[config.mk]
export PLATFORM = sky130hd
export DESIGN_NAME = ec_point_add_prime_field
export DESIGN_NICKNAME = d
export VERILOG_FILES = /design/src/design/ecpa_pkg.sv /design/src/design/ecpa_datapath.sv /design/src/design/ecpa_ctrl.sv /design/src/design/ec_point_add_prime_field.sv
export SDC_FILE = /design/constraint.sdc
export NUM_CORES = 2
export LEC_CHECK = 0
export ABC_AREA = 1
export BUFFER_PORTS_ARGS = -buffer_cell sky130_fd_sc_hd__buf_4
export CAP_MARGIN = 20
export CELL_PAD_IN_SITES_DETAIL_PLACEMENT = 2
export CELL_PAD_IN_SITES_GLOBAL_PLACEMENT = 2
export CORE_MARGIN = 1
export CORE_UTILIZATION = 34
export DETAILED_ROUTE_END_ITERATION = 12
export GPL_TIMING_DRIVEN = 0
export PLACE_DENSITY = 0.8
export REMOVE_ABC_BUFFERS = 1
export SYNTH_ARGS = -nofsm -noshare
export SYNTH_HDL_FRONTEND = slang
export SYNTH_SLANG_ARGS = --single-unit
[constraint.sdc]
create_clock -name clk -period 7.3 [get_ports clk]
set_input_delay 1.095 -clock clk [delete_from_list [all_inputs] [get_ports clk]]
set_output_delay 1.095 -clock clk [all_outputs]
set_load 0.02 [all_outputs]
[src/design/ecpa_pkg.sv]
`default_nettype none
package ecpa_pkg;

    typedef struct packed {
        logic [31:0] p_x;
        logic [31:0] p_y;
        logic [31:0] q_x;
        logic [31:0] q_y;
    } ecpa_in_t;

    typedef struct packed {
        logic [31:0] sum_x;
        logic [31:0] sum_y;
        logic [31:0] slope;
        logic        at_infinity;
    } ecpa_out_t;

    localparam logic REG_MODULUS = 1'b0;
    localparam logic REG_CURVE_A = 1'b1;

    typedef enum logic [2:0] {
        OP_NONE,
        OP_MUL,
        OP_ADD,
        OP_SUB,
        OP_RED,
        OP_INV,
        OP_MOV
    } ecpa_op_t;

    typedef enum logic [3:0] {
        SRC_PX,
        SRC_PY,
        SRC_QX,
        SRC_QY,
        SRC_A,
        SRC_T0,
        SRC_T1,
        SRC_T2,
        SRC_T3,
        SRC_THREE,
        SRC_RAW0,
        SRC_RAW1,
        SRC_RAW2,
        SRC_RAW3,
        SRC_RAWA
    } ecpa_src_t;

    typedef struct packed {
        ecpa_op_t  op;
        logic      start;
        ecpa_src_t src_a;
        ecpa_src_t src_b;
        ecpa_src_t dst;
        logic      load;
    } ecpa_cmd_t;

    typedef struct packed {
        logic done;
        logic no_inv;
        logic equal_pts;
        logic den_zero;
        logic mod_small;
    } ecpa_sts_t;

    typedef enum logic [4:0] {
        ST_IDLE,
        ST_CHECK,
        ST_RED0,
        ST_RED1,
        ST_RED2,
        ST_RED3,
        ST_REDA,
        ST_BRANCH,
        ST_DBL_SQ,
        ST_DBL_3,
        ST_DBL_NUM,
        ST_DBL_DEN,
        ST_ADD_NUM,
        ST_ADD_DEN,
        ST_DEN_CHK,
        ST_INV,
        ST_LAM,
        ST_LSQ,
        ST_X1,
        ST_X3,
        ST_Y1,
        ST_Y2,
        ST_Y3,
        ST_OUT_INF,
        ST_OUT
    } ecpa_state_t;

endpackage
`default_nettype wire

[src/design/ecpa_datapath.sv]
`default_nettype none
module ecpa_datapath
    import ecpa_pkg::*;
#(
    parameter int FIELD_BITS = 32
)
(
    input  wire logic                  clk,
    input  wire logic                  rst_n,
    input  wire logic [FIELD_BITS-1:0] modulus,
    input  wire logic [FIELD_BITS-1:0] curve_a,
    input  wire ecpa_in_t              req,
    input  wire ecpa_cmd_t             cmd,
    output ecpa_sts_t                  sts,
    output logic [FIELD_BITS-1:0]      lam,
    output logic [FIELD_BITS-1:0]      x3,
    output logic [FIELD_BITS-1:0]      y3
);

    localparam int W = FIELD_BITS;
    localparam int CW = $clog2(2 * W + 2);
    localparam logic [W:0] ONE = {{W{1'b0}}, 1'b1};

    logic [W-1:0] px_reg, py_reg, qx_reg, qy_reg, a_reg;
    logic [W-1:0] t0_reg, t1_reg, t2_reg, t3_reg;
    logic [W-1:0] opa, opb, res;

    // Shared multicycle unit: shift-add multiply, restoring remainder, and
    // binary extended Euclid inversion, one step per cycle.
    ecpa_op_t     op_reg;
    logic         busy_reg;
    logic [CW-1:0] cnt_reg;
    logic [W:0]   acc_reg;
    logic [W-1:0] x_reg, y_reg;
    logic [W:0]   u_reg, v_reg;
    logic [W:0]   b_reg, d_reg;
    logic         fail_reg;
    logic         done_reg;
    logic [W-1:0] out_reg;

    function automatic logic [W-1:0] pick(input ecpa_src_t s,
                                          input logic [W-1:0] px, py, qx, qy, a,
                                          t0, t1, t2, t3, r0, r1, r2, r3, ra);
        logic [W-1:0] v;
        v = '0;
        case (s)
            SRC_PX:    v = px;
            SRC_PY:    v = py;
            SRC_QX:    v = qx;
            SRC_QY:    v = qy;
            SRC_A:     v = a;
            SRC_T0:    v = t0;
            SRC_T1:    v = t1;
            SRC_T2:    v = t2;
            SRC_T3:    v = t3;
            SRC_THREE: v = W'(3);
            SRC_RAW0:  v = r0;
            SRC_RAW1:  v = r1;
            SRC_RAW2:  v = r2;
            SRC_RAW3:  v = r3;
            SRC_RAWA:  v = ra;
            default:   v = '0;
        endcase
        return v;
    endfunction

    assign opa = pick(cmd.src_a, px_reg, py_reg, qx_reg, qy_reg, a_reg, t0_reg, t1_reg,
                      t2_reg, t3_reg, W'(req.p_x), W'(req.p_y), W'(req.q_x),
                      W'(req.q_y), curve_a);
    assign opb = pick(cmd.src_b, px_reg, py_reg, qx_reg, qy_reg, a_reg, t0_reg, t1_reg,
                      t2_reg, t3_reg, W'(req.p_x), W'(req.p_y), W'(req.q_x),
                      W'(req.q_y), curve_a);

    logic [W:0] m_ext;
    logic [W:0] add_s, acc2, acc3;
    logic [W:0] rem2;
    logic [W:0] red_s;
    logic       finish;
    assign m_ext = {1'b0, modulus};

    function automatic logic [W:0] addm(input logic [W:0] x, input logic [W:0] y,
                                        input logic [W:0] m);
        logic [W+1:0] s;
        s = {1'b0, x} + {1'b0, y};
        return (s >= {1'b0, m}) ? (W+1)'(s - {1'b0, m}) : s[W:0];
    endfunction

    function automatic logic [W:0] half(input logic [W:0] x, input logic [W:0] m);
        logic [W+1:0] s;
        s = x[0] ? ({1'b0, x} + {1'b0, m}) : {1'b0, x};
        return s[W+1:1];
    endfunction

    always_comb
    begin
        add_s = addm({1'b0, opa}, {1'b0, opb}, m_ext);
        acc2  = addm(acc_reg, acc_reg, m_ext);
        acc3  = y_reg[W-1] ? addm(acc2, {1'b0, x_reg}, m_ext) : acc2;
        rem2  = {acc_reg[W-1:0], y_reg[W-1]};
        red_s = (rem2 >= m_ext) ? (rem2 - m_ext) : rem2;
        res   = '0;
        case (cmd.op)
            OP_ADD:  res = add_s[W-1:0];
            OP_SUB:  res = (opa >= opb) ? (opa - opb) : (opa + (modulus - opb));
            OP_MOV:  res = opa;
            default: res = out_reg;
        endcase
        case (op_reg) inside
            OP_MUL, OP_RED:
                finish = busy_reg && (cnt_reg == CW'(W - 1));
            OP_INV:
                finish = busy_reg && (u_reg == '0 || v_reg == '0 || u_reg == ONE
                                      || v_reg == ONE || cnt_reg == CW'(2 * W + 1));
            default:
                finish = busy_reg;
        endcase
    end

    always_ff @(posedge clk or negedge rst_n)
    begin
        if (!rst_n)
        begin
            busy_reg <= 1'b0;
            done_reg <= 1'b0;
            op_reg   <= OP_NONE;
            cnt_reg  <= '0;
        end
        else
        begin
            done_reg <= finish;
            if (cmd.start)
            begin
                busy_reg <= 1'b1;
                op_reg   <= cmd.op;
                cnt_reg  <= '0;
                acc_reg  <= '0;
                x_reg    <= opa;
                y_reg    <= opb;
                fail_reg <= 1'b0;
                u_reg    <= {1'b0, opa};
                v_reg    <= m_ext;
                b_reg    <= ONE;
                d_reg    <= '0;
            end
            else if (busy_reg)
            begin
                busy_reg <= !finish;
                case (op_reg)
                    OP_MUL:
                    begin
                        acc_reg <= acc3;
                        y_reg   <= {y_reg[W-2:0], 1'b0};
                        cnt_reg <= cnt_reg + 1'b1;
                        if (finish)
                            out_reg <= acc3[W-1:0];
                    end
                    OP_RED:
                    begin
                        // Restoring remainder of y by modulus, one bit a step.
                        acc_reg <= red_s;
                        y_reg   <= {y_reg[W-2:0], 1'b0};
                        cnt_reg <= cnt_reg + 1'b1;
                        if (finish)
                            out_reg <= red_s[W-1:0];
                    end
                    OP_INV:
                    begin
                        // Binary extended Euclid: b*x == u, d*x == v (mod m).
                        if (finish)
                        begin
                            if (u_reg == ONE)
                                out_reg <= b_reg[W-1:0];
                            else if (v_reg == ONE)
                                out_reg <= d_reg[W-1:0];
                            else
                                fail_reg <= 1'b1;
                        end
                        else if (!u_reg[0])
                        begin
                            u_reg <= u_reg >> 1;
                            b_reg <= half(b_reg, m_ext);
                        end
                        else if (!v_reg[0])
                        begin
                            v_reg <= v_reg >> 1;
                            d_reg <= half(d_reg, m_ext);
                        end
                        else if (u_reg >= v_reg)
                        begin
                            u_reg   <= u_reg - v_reg;
                            b_reg   <= (b_reg >= d_reg) ? (b_reg - d_reg)
                                                        : (b_reg + (m_ext - d_reg));
                            cnt_reg <= cnt_reg + 1'b1;
                        end
                        else
                        begin
                            v_reg   <= v_reg - u_reg;
                            d_reg   <= (d_reg >= b_reg) ? (d_reg - b_reg)
                                                        : (d_reg + (m_ext - b_reg));
                            cnt_reg <= cnt_reg + 1'b1;
                        end
                    end
                    default:
                    begin
                    end
                endcase
            end
        end
    end

    always_ff @(posedge clk)
    begin
        if (cmd.load)
        begin
            case (cmd.dst)
                SRC_PX:  px_reg <= res;
                SRC_PY:  py_reg <= res;
                SRC_QX:  qx_reg <= res;
                SRC_QY:  qy_reg <= res;
                SRC_A:   a_reg  <= res;
                SRC_T0:  t0_reg <= res;
                SRC_T1:  t1_reg <= res;
                SRC_T2:  t2_reg <= res;
                SRC_T3:  t3_reg <= res;
                default: t3_reg <= t3_reg;
            endcase
        end
    end

    assign sts.done      = done_reg;
    assign sts.no_inv    = fail_reg;
    assign sts.equal_pts = (px_reg == qx_reg) && (py_reg == qy_reg);
    assign sts.den_zero  = (t1_reg == '0);
    assign sts.mod_small = (modulus < W'(2));
    assign lam = t2_reg;
    assign x3  = t3_reg;
    assign y3  = t0_reg;

endmodule
`default_nettype wire

[src/design/ecpa_ctrl.sv]
`default_nettype none
module ecpa_ctrl
    import ecpa_pkg::*;
(
    input  wire logic      clk,
    input  wire logic      rst_n,
    input  wire logic      in_valid,
    output logic           in_ready,
    output logic           out_valid,
    input  wire logic      out_ready,
    input  wire ecpa_sts_t sts,
    output ecpa_cmd_t      cmd,
    output logic           inf
);

    ecpa_state_t state_reg, state_next;
    logic        issued_reg, issued_next;
    logic        inf_reg, inf_next;

    always_ff @(posedge clk or negedge rst_n)
    begin
        if (!rst_n)
        begin
            state_reg  <= ST_IDLE;
            issued_reg <= 1'b0;
            inf_reg    <= 1'b0;
        end
        else
        begin
            state_reg  <= state_next;
            issued_reg <= issued_next;
            inf_reg    <= inf_next;
        end
    end

    // One multicycle step: issue once, load result when the unit is done.
    function automatic ecpa_cmd_t step(input ecpa_op_t op, input ecpa_src_t a,
                                       input ecpa_src_t b, input ecpa_src_t d,
                                       input logic issued, input logic done);
        ecpa_cmd_t c;
        c.op    = op;
        c.start = !issued;
        c.src_a = a;
        c.src_b = b;
        c.dst   = d;
        c.load  = issued && done;
        return c;
    endfunction

    function automatic ecpa_cmd_t quick(input ecpa_op_t op, input ecpa_src_t a,
                                        input ecpa_src_t b, input ecpa_src_t d);
        ecpa_cmd_t c;
        c.op    = op;
        c.start = 1'b0;
        c.src_a = a;
        c.src_b = b;
        c.dst   = d;
        c.load  = 1'b1;
        return c;
    endfunction

    always_comb
    begin
        logic adv;
        state_next  = state_reg;
        issued_next = issued_reg;
        inf_next    = inf_reg;
        in_ready    = 1'b0;
        out_valid   = 1'b0;
        cmd         = '{op: OP_NONE, start: 1'b0, src_a: SRC_PX, src_b: SRC_PX,
                        dst: SRC_PX, load: 1'b0};
        adv         = issued_reg && sts.done;
        unique case (state_reg) inside
            ST_IDLE:
            begin
                in_ready = 1'b1;
                if (in_valid)
                    state_next = ST_CHECK;
            end
            ST_CHECK:
            begin
                inf_next   = sts.mod_small;
                state_next = sts.mod_small ? ST_OUT : ST_RED0;
            end
            ST_RED0, ST_RED1, ST_RED2, ST_RED3, ST_REDA:
            begin
                case (state_reg)
                    ST_RED0: cmd = step(OP_RED, SRC_PX, SRC_RAW0, SRC_PX, issued_reg, sts.done);
                    ST_RED1: cmd = step(OP_RED, SRC_PX, SRC_RAW1, SRC_PY, issued_reg, sts.done);
                    ST_RED2: cmd = step(OP_RED, SRC_PX, SRC_RAW2, SRC_QX, issued_reg, sts.done);
                    ST_RED3: cmd = step(OP_RED, SRC_PX, SRC_RAW3, SRC_QY, issued_reg, sts.done);
                    default: cmd = step(OP_RED, SRC_PX, SRC_RAWA, SRC_A, issued_reg, sts.done);
                endcase
                issued_next = !adv;
                if (adv)
                    state_next = ecpa_state_t'(state_reg + 5'd1);
            end
            ST_BRANCH:
                state_next = sts.equal_pts ? ST_DBL_SQ : ST_ADD_NUM;
            ST_DBL_SQ, ST_DBL_3, ST_LAM, ST_LSQ, ST_Y2, ST_INV:
            begin
                case (state_reg)
                    ST_DBL_SQ: cmd = step(OP_MUL, SRC_PX, SRC_PX, SRC_T0, issued_reg, sts.done);
                    ST_DBL_3:  cmd = step(OP_MUL, SRC_T0, SRC_THREE, SRC_T0, issued_reg, sts.done);
                    ST_INV:    cmd = step(OP_INV, SRC_T1, SRC_T1, SRC_T1, issued_reg, sts.done);
                    ST_LAM:    cmd = step(OP_MUL, SRC_T0, SRC_T1, SRC_T2, issued_reg, sts.done);
                    ST_LSQ:    cmd = step(OP_MUL, SRC_T2, SRC_T2, SRC_T3, issued_reg, sts.done);
                    default:   cmd = step(OP_MUL, SRC_T2, SRC_T0, SRC_T0, issued_reg, sts.done);
                endcase
                if (state_reg == ST_INV && adv && sts.no_inv)
                    cmd.load = 1'b0;
                issued_next = !adv;
                if (adv)
                begin
                    if (state_reg == ST_INV && sts.no_inv)
                    begin
                        inf_next   = 1'b1;
                        state_next = ST_OUT;
                    end
                    else if (state_reg == ST_DBL_3)
                        state_next = ST_DBL_NUM;
                    else if (state_reg == ST_DBL_SQ)
                        state_next = ST_DBL_3;
                    else
                        state_next = ecpa_state_t'(state_reg + 5'd1);
                end
            end
            ST_DBL_NUM:
            begin
                cmd        = quick(OP_ADD, SRC_T0, SRC_A, SRC_T0);
                state_next = ST_DBL_DEN;
            end
            ST_DBL_DEN:
            begin
                cmd        = quick(OP_ADD, SRC_PY, SRC_PY, SRC_T1);
                state_next = ST_DEN_CHK;
            end
            ST_ADD_NUM:
            begin
                cmd        = quick(OP_SUB, SRC_QY, SRC_PY, SRC_T0);
                state_next = ST_ADD_DEN;
            end
            ST_ADD_DEN:
            begin
                cmd        = quick(OP_SUB, SRC_QX, SRC_PX, SRC_T1);
                state_next = ST_DEN_CHK;
            end
            ST_DEN_CHK:
            begin
                inf_next   = sts.den_zero;
                state_next = sts.den_zero ? ST_OUT : ST_INV;
            end
            ST_X1:
            begin
                cmd        = quick(OP_SUB, SRC_T3, SRC_PX, SRC_T3);
                state_next = ST_X3;
            end
            ST_X3:
            begin
                cmd        = quick(OP_SUB, SRC_T3, SRC_QX, SRC_T3);
                state_next = ST_Y1;
            end
            ST_Y1:
            begin
                cmd        = quick(OP_SUB, SRC_PX, SRC_T3, SRC_T0);
                state_next = ST_Y2;
            end
            ST_Y3:
            begin
                cmd        = quick(OP_SUB, SRC_T0, SRC_PY, SRC_T0);
                state_next = ST_OUT;
            end
            ST_OUT_INF:
                state_next = ST_OUT;
            ST_OUT:
            begin
                out_valid = 1'b1;
                if (out_ready)
                begin
                    state_next = ST_IDLE;
                    inf_next   = 1'b0;
                end
            end
            default:
                state_next = ST_IDLE;
        endcase
    end

    assign inf = inf_reg;

    a_out_only_in_out: assert property (@(posedge clk) disable iff (!rst_n)
        out_valid |-> state_reg == ST_OUT)
        else $error("result offered outside output state");
    a_no_accept_busy: assert property (@(posedge clk) disable iff (!rst_n)
        (in_ready && out_valid) == 1'b0)
        else $error("request accepted while result pending");
    a_issue_then_wait: assert property (@(posedge clk) disable iff (!rst_n)
        cmd.start |=> !cmd.start)
        else $error("unit started twice in a row");

endmodule
`default_nettype wire

[src/design/ec_point_add_prime_field.sv]
`default_nettype none
// Adds two affine points on y^2 = x^3 + a x + b over GF(p) for the configured odd
// modulus; one request is taken at a time and its result is held until taken.
// Input reduction of the four coordinates and a, three (addition) or five (doubling)
// multiplications and the binary Euclid inverse all run on one shared bit-serial
// arithmetic unit, plus direct modular add and subtract steps; an addition whose
// denominator is zero ends after the denominator check.
// A zero or non-invertible denominator, or a modulus below two, gives the point
// at infinity with all other result fields zero.
module ec_point_add_prime_field
    import ecpa_pkg::*;
#(
    parameter int FIELD_BITS = 32
)
(
    input  wire logic                  clk,
    input  wire logic                  rst_n,
    input  wire logic                  cfg_we,
    input  wire logic                  cfg_index,
    input  wire logic [FIELD_BITS-1:0] cfg_data,
    input  wire logic                  in_valid,
    output logic                       in_ready,
    input  wire ecpa_in_t              in_data,
    output logic                       out_valid,
    input  wire logic                  out_ready,
    output ecpa_out_t                  out_data
);

    logic [FIELD_BITS-1:0] modulus_reg, curve_a_reg;
    logic [FIELD_BITS-1:0] lam, x3, y3;
    ecpa_in_t  req_reg;
    ecpa_cmd_t cmd;
    ecpa_sts_t sts;
    logic      inf;

    always_ff @(posedge clk or negedge rst_n)
    begin
        if (!rst_n)
        begin
            modulus_reg <= FIELD_BITS'(23);
            curve_a_reg <= FIELD_BITS'(1);
        end
        else if (cfg_we)
        begin
            unique case (cfg_index)
                REG_MODULUS: modulus_reg <= cfg_data;
                REG_CURVE_A: curve_a_reg <= cfg_data;
                default:     modulus_reg <= modulus_reg;
            endcase
        end
    end

    always_ff @(posedge clk)
    begin
        if (in_valid && in_ready)
            req_reg <= in_data;
    end

    ecpa_ctrl u_ctrl (
        .clk       (clk),
        .rst_n     (rst_n),
        .in_valid  (in_valid),
        .in_ready  (in_ready),
        .out_valid (out_valid),
        .out_ready (out_ready),
        .sts       (sts),
        .cmd       (cmd),
        .inf       (inf)
    );

    ecpa_datapath #(.FIELD_BITS(FIELD_BITS)) u_dp (
        .clk     (clk),
        .rst_n   (rst_n),
        .modulus (modulus_reg),
        .curve_a (curve_a_reg),
        .req     (req_reg),
        .cmd     (cmd),
        .sts     (sts),
        .lam     (lam),
        .x3      (x3),
        .y3      (y3)
    );

    assign out_data.sum_x       = inf ? '0 : 32'(x3);
    assign out_data.sum_y       = inf ? '0 : 32'(y3);
    assign out_data.slope       = inf ? '0 : 32'(lam);
    assign out_data.at_infinity = inf;

endmodule
`default_nettype wire
==> results of run 1 <==
[repair_timing]
action                                  4_1_cts
cloned                                       47
pin swaps                                   212
endpoints found under the setup margin      353
gates resized for setup                     820
buffers inserted                            355
[cells by family after synthesis]
group / count (synthesis)
muxes: 6
xor gates and xnor gates: 410
buffers and inverters: 1834
DFF: 761
and+or+nand+nor: 3316
adders and majority gates: 658
AOI/OAI and AO/OA: 2511
[per-stage QoR]
| step | area, µm² | worst slack (ps) | utilization [%] |
|---|---|---|---|
| detailed placement | 77300 | -4160 | 37.3 |
| global placement | 74900 | -11790 | 36.2 |
| floorplan | 69500 | -1200 | - |
| CTS | 88000 | -52.9 | 42.5 |
[layer usage]
metal  global-route usage [%]  overflow
met3                     51.9         0
met5                     37.7         0
met1                     73.0         1
met2                     77.7         1
met4                     54.0         1
==> flow_summary.toml, run 1 <==
[yosys]
yosysTopAreaCellShare_pct = 28.7
ys.flop_type = "edfxtp_1"
ys_ff_latch = 761
synthAdderAreaFrac_pct = 12.7
netlist_instances = 9496
yosys-top-cells-count = "nand2_1 (1695), inv_1 (1425), a21oi_1 (910)"
ys_top_cells_by_area = "edfxtp_1 (29%), ha_1 (9.7%), nand2_1 (9.0%)"
synth_mux_area_share_pct = 0.0952
synth_edf_count = 678
synth_compound_area_share_pct = 20.6
ys_async_sr_fraction_pct = 10.9
synth.cell_area_mm2 = 0.0710
synth_top_family_by_area = "compound AO/OA/AOI/OAI gates"
avgSynthCellArea_um2 = 7.47
synth_cell_types = 78
yosysMostFrequentCell = "nand2_1"
synth_largest_area_cell = "edfxtp_1"
yosysSeqAreaShare_pct = 31.6
yosysWarnings = 0
yosys.area_share.simple_pct = 19.8
synth_xor_area_share_pct = 5.06

[placed_design]
io_buffers = 264
place_inst = 12332
routabilityCongestion = 1.00
hpwl_um = 355000

[sta]
worstEndpointGrtRepair = "u_dp.acc_reg[8]$_SDFFCE_PP0P_/D"
worstEndpointType = "register input"

[global_routing]
grt_start_max_net_pins = 134
antenna_found_initial = 93
gr-total-overflow = 3
grtUsageTotal_pct = 66.3

[floorplanning]
die_w_um = 459
start_util_pct = 34.2
io_pins = 265
row_count = 167
die_h_um = 459

[cts]
hold_buffers = 0
root_buffer = "clkbuf_16"
cts_max_path_buffers = 3
cts.sinks = 761
htree_levels = 3
numCtsBuffers = 98

[outcome]
status = "stopped before the end"
firstError = "[ERROR GRT-0232] Routing congestion too high. Check the congestion heatmap in the GUI."
haltStage = "global routing (5_1_grt)"
==> inputs of run 2 (changes only) <==
Settings changed: CELL_PAD_IN_SITES_DETAIL_PLACEMENT 2 to unset, CELL_PAD_IN_SITES_GLOBAL_PLACEMENT 2 to unset, CORE_UTILIZATION 34 to 30, PLACE_DENSITY 0.8 to unset, PLACE_DENSITY_LB_ADDON set to 0.15.
Clock period 7.3 ns to 9.5 ns, I/O delays scaled along.
==> run 2 against run 1 <==
The flow now finishes without violations. Synthesized cell count is the same. Area after synthesis is the same.
==> flow_summary.toml, run 2 <==
[drt]
drt_iter0_drc = 7655
postRouteAntennaNets = 0
wire_per_inst_um = 28.7
dr_total_vias = 71334
wl_um = 373000
viasPerCell = 5.49
drt_pass1_iterations = 6
drc = 0

[yosys]
synth_cell_types = 78
ys_top_cells_by_area = "edfxtp_1 (29%), ha_1 (9.7%), nand2_1 (9.0%)"
synth.cell_area_mm2 = 0.0710
netlist_instances = 9496
avgSynthCellArea_um2 = 7.47
yosysTopAreaCellShare_pct = 28.7
yosysSeqAreaShare_pct = 31.6
ys_ff_latch = 761
ys.flop_type = "edfxtp_1"
yosys-top-cells-count = "nand2_1 (1695), inv_1 (1425), a21oi_1 (910)"
ys_async_sr_fraction_pct = 10.9
yosysMostFrequentCell = "nand2_1"
synth_largest_area_cell = "edfxtp_1"
synth_edf_count = 678
yosysWarnings = 0

[min_path]
hold_class = "flip-flop to flip-flop"
hold_depth = 2

[layout]
area_delta_synth_final_pct = 16.5
design_area_mm2 = 0.0827
fill_cells = 25096
fin_nets = 10577
largest_register_ffs = 128
mostFrequentLayoutCells = "nand2_1 (1683), inv_1 (1394), a21oi_1 (903)"
layout-drive-gt1-share_pct = 10.1
final_common_cell = "nand2_1"

[worst_setup_path]
cp-end-kind = "flip-flop"
rr_worst_depth = 36
cpPeakStageDelay_ps = 600
cp.required_ps = 9940
crit_top_cell = "nand2_1"
worstSetupStartpointType = "flip-flop"
worst-setup-path-type = "flip-flop to flip-flop"
cp.arrival_ps = 9660
critPathSlowestCell = "dfrtp_2"
crit_fanout = 53

[sta]
finalSetupViolations = 0
clock_skew_ps = 64.0
hold_viol = 0
fin_tns_setup_ps = 0
max_freq_mhz = 108
tightest_slew_ps = 1220
period_share_pct = 97.1
slew_headroom_pct = 18.0
min_period_ps = 9230
slew_violations = 0

[cts]
cts_tree = "done"
clk_latency_ps = 780
htree_levels = 3
root_buffer = "clkbuf_16"
cts.sinks = 761
numCtsBuffers = 92
hold_buffers = 0
cts_max_path_buffers = 3
clk_pin_slew_ps = 60

[floorplanning]
die_area_mm2 = 0.238
io_pins = 265
die_w_um = 488
start_util_pct = 30.2
die_h_um = 488
row_count = 178
core_area_mm2 = 0.235

[global_routing]
grt_start_max_net_pins = 106
grt_pass1_vias = 68404
antenna_found_initial = 36
grtUsageTotal_pct = 30.5
gr-total-overflow = 0
grt_first_pass_wirelength_um = 517000

[run]
maxCapViolations = 0

[placed_design]
hpwl_um = 304000
routabilityCongestion = 1.04
place_area_mm2 = 0.0777
io_buffers = 264

[outcome]
status = "complete, no violations"
run 2: cell counts after synthesis:
Identical to the previous run, type by type.
run 2: cell families after synthesis:
logic type	synth area share (%)
buffers and inverters	10.1
AO/OA/AOI/OAI	20.6
adder cells (fa/ha/maj)	12.7
multiplexers	0.0952
flip-flops	31.6
XOR/XNOR	5.06
AND/OR/NAND/NOR	19.8
run 2: layout make-up:
class	instances	area (µm²)	share of cell area, %
Inverter	1503	5770	6.99
Multi-Input combinational cell	6901	42200	51.1
Timing Repair Buffer	494	5040	6.09
Antenna cell	9	22.5	0.0272
Sequential cell	761	22500	27.2
Tap cell	3150	3940	4.77
Clock buffer	110	2380	2.88
Clock inverter	59	822	0.995
run 2: worst max-delay path, delay by kind of cell, from the launching register on:
| kind | cells | cell delay (ps) |
|---|---|---|
| AO/OA/AOI/OAI | 13 | 3490 |
| AND/OR/NAND/NOR | 16 | 2590 |
| adder cells (fa/ha/maj) | 3 | 1140 |
| buffers and inverters | 3 | 770 |
| flip-flops | 1 | 600 |
| XOR/XNOR | 1 | 260 |
run 2: what timing repair did:
action,4_1_cts,5_1_grt
resized for setup,129,38
buffers inserted,82,22
gates cloned,0,0
pin swaps,19,9
hold endpoints to repair,0,0
setup endpoints to repair,353,349
run 2: worst paths after layout:
path | end | slack, ps | startpoint
min in group asynchronous | u_dp.cnt_reg[0] | 780 | rst_n
worst max register to register | u_dp.out_reg[31] | 270 | modulus_reg[25]
worst max-delay path | u_dp.out_reg[31] | 270 | modulus_reg[25]
worst min register to register | curve_a_reg[9] | 490 | curve_a_reg[9]
worst min-delay path | curve_a_reg[9] | 490 | curve_a_reg[9]
max in group asynchronous | modulus_reg[27] | 7550 | rst_n
run 2: stage by stage:
stage               utilization [%]  hold WS (ps)  setup slack [ps]  std cells
finish                         35.1           492               273      12987
CTS                            35.0           493              9.61      12951
floorplan                         -           453              1000       9165
global placement               32.1           470             -6970      12579
detailed placement             33.1           477             -1930      12700
global route                   35.1           519             -14.9      12986
run 2: routing by layer:
metal	vias to the layer above	share of wire [%]	global-route usage (%)
met5	-	0.055	0
met1	34634	43	41.2
met3	539	7.8	4.98
li1	32771	-	-
met2	3360	44	47.3
met4	30	5.2	14.0
Power of run 2 is left out: the tool's default activity adds up to more than one toggle a clock period on the data nets, which glitch-free logic cannot reach.
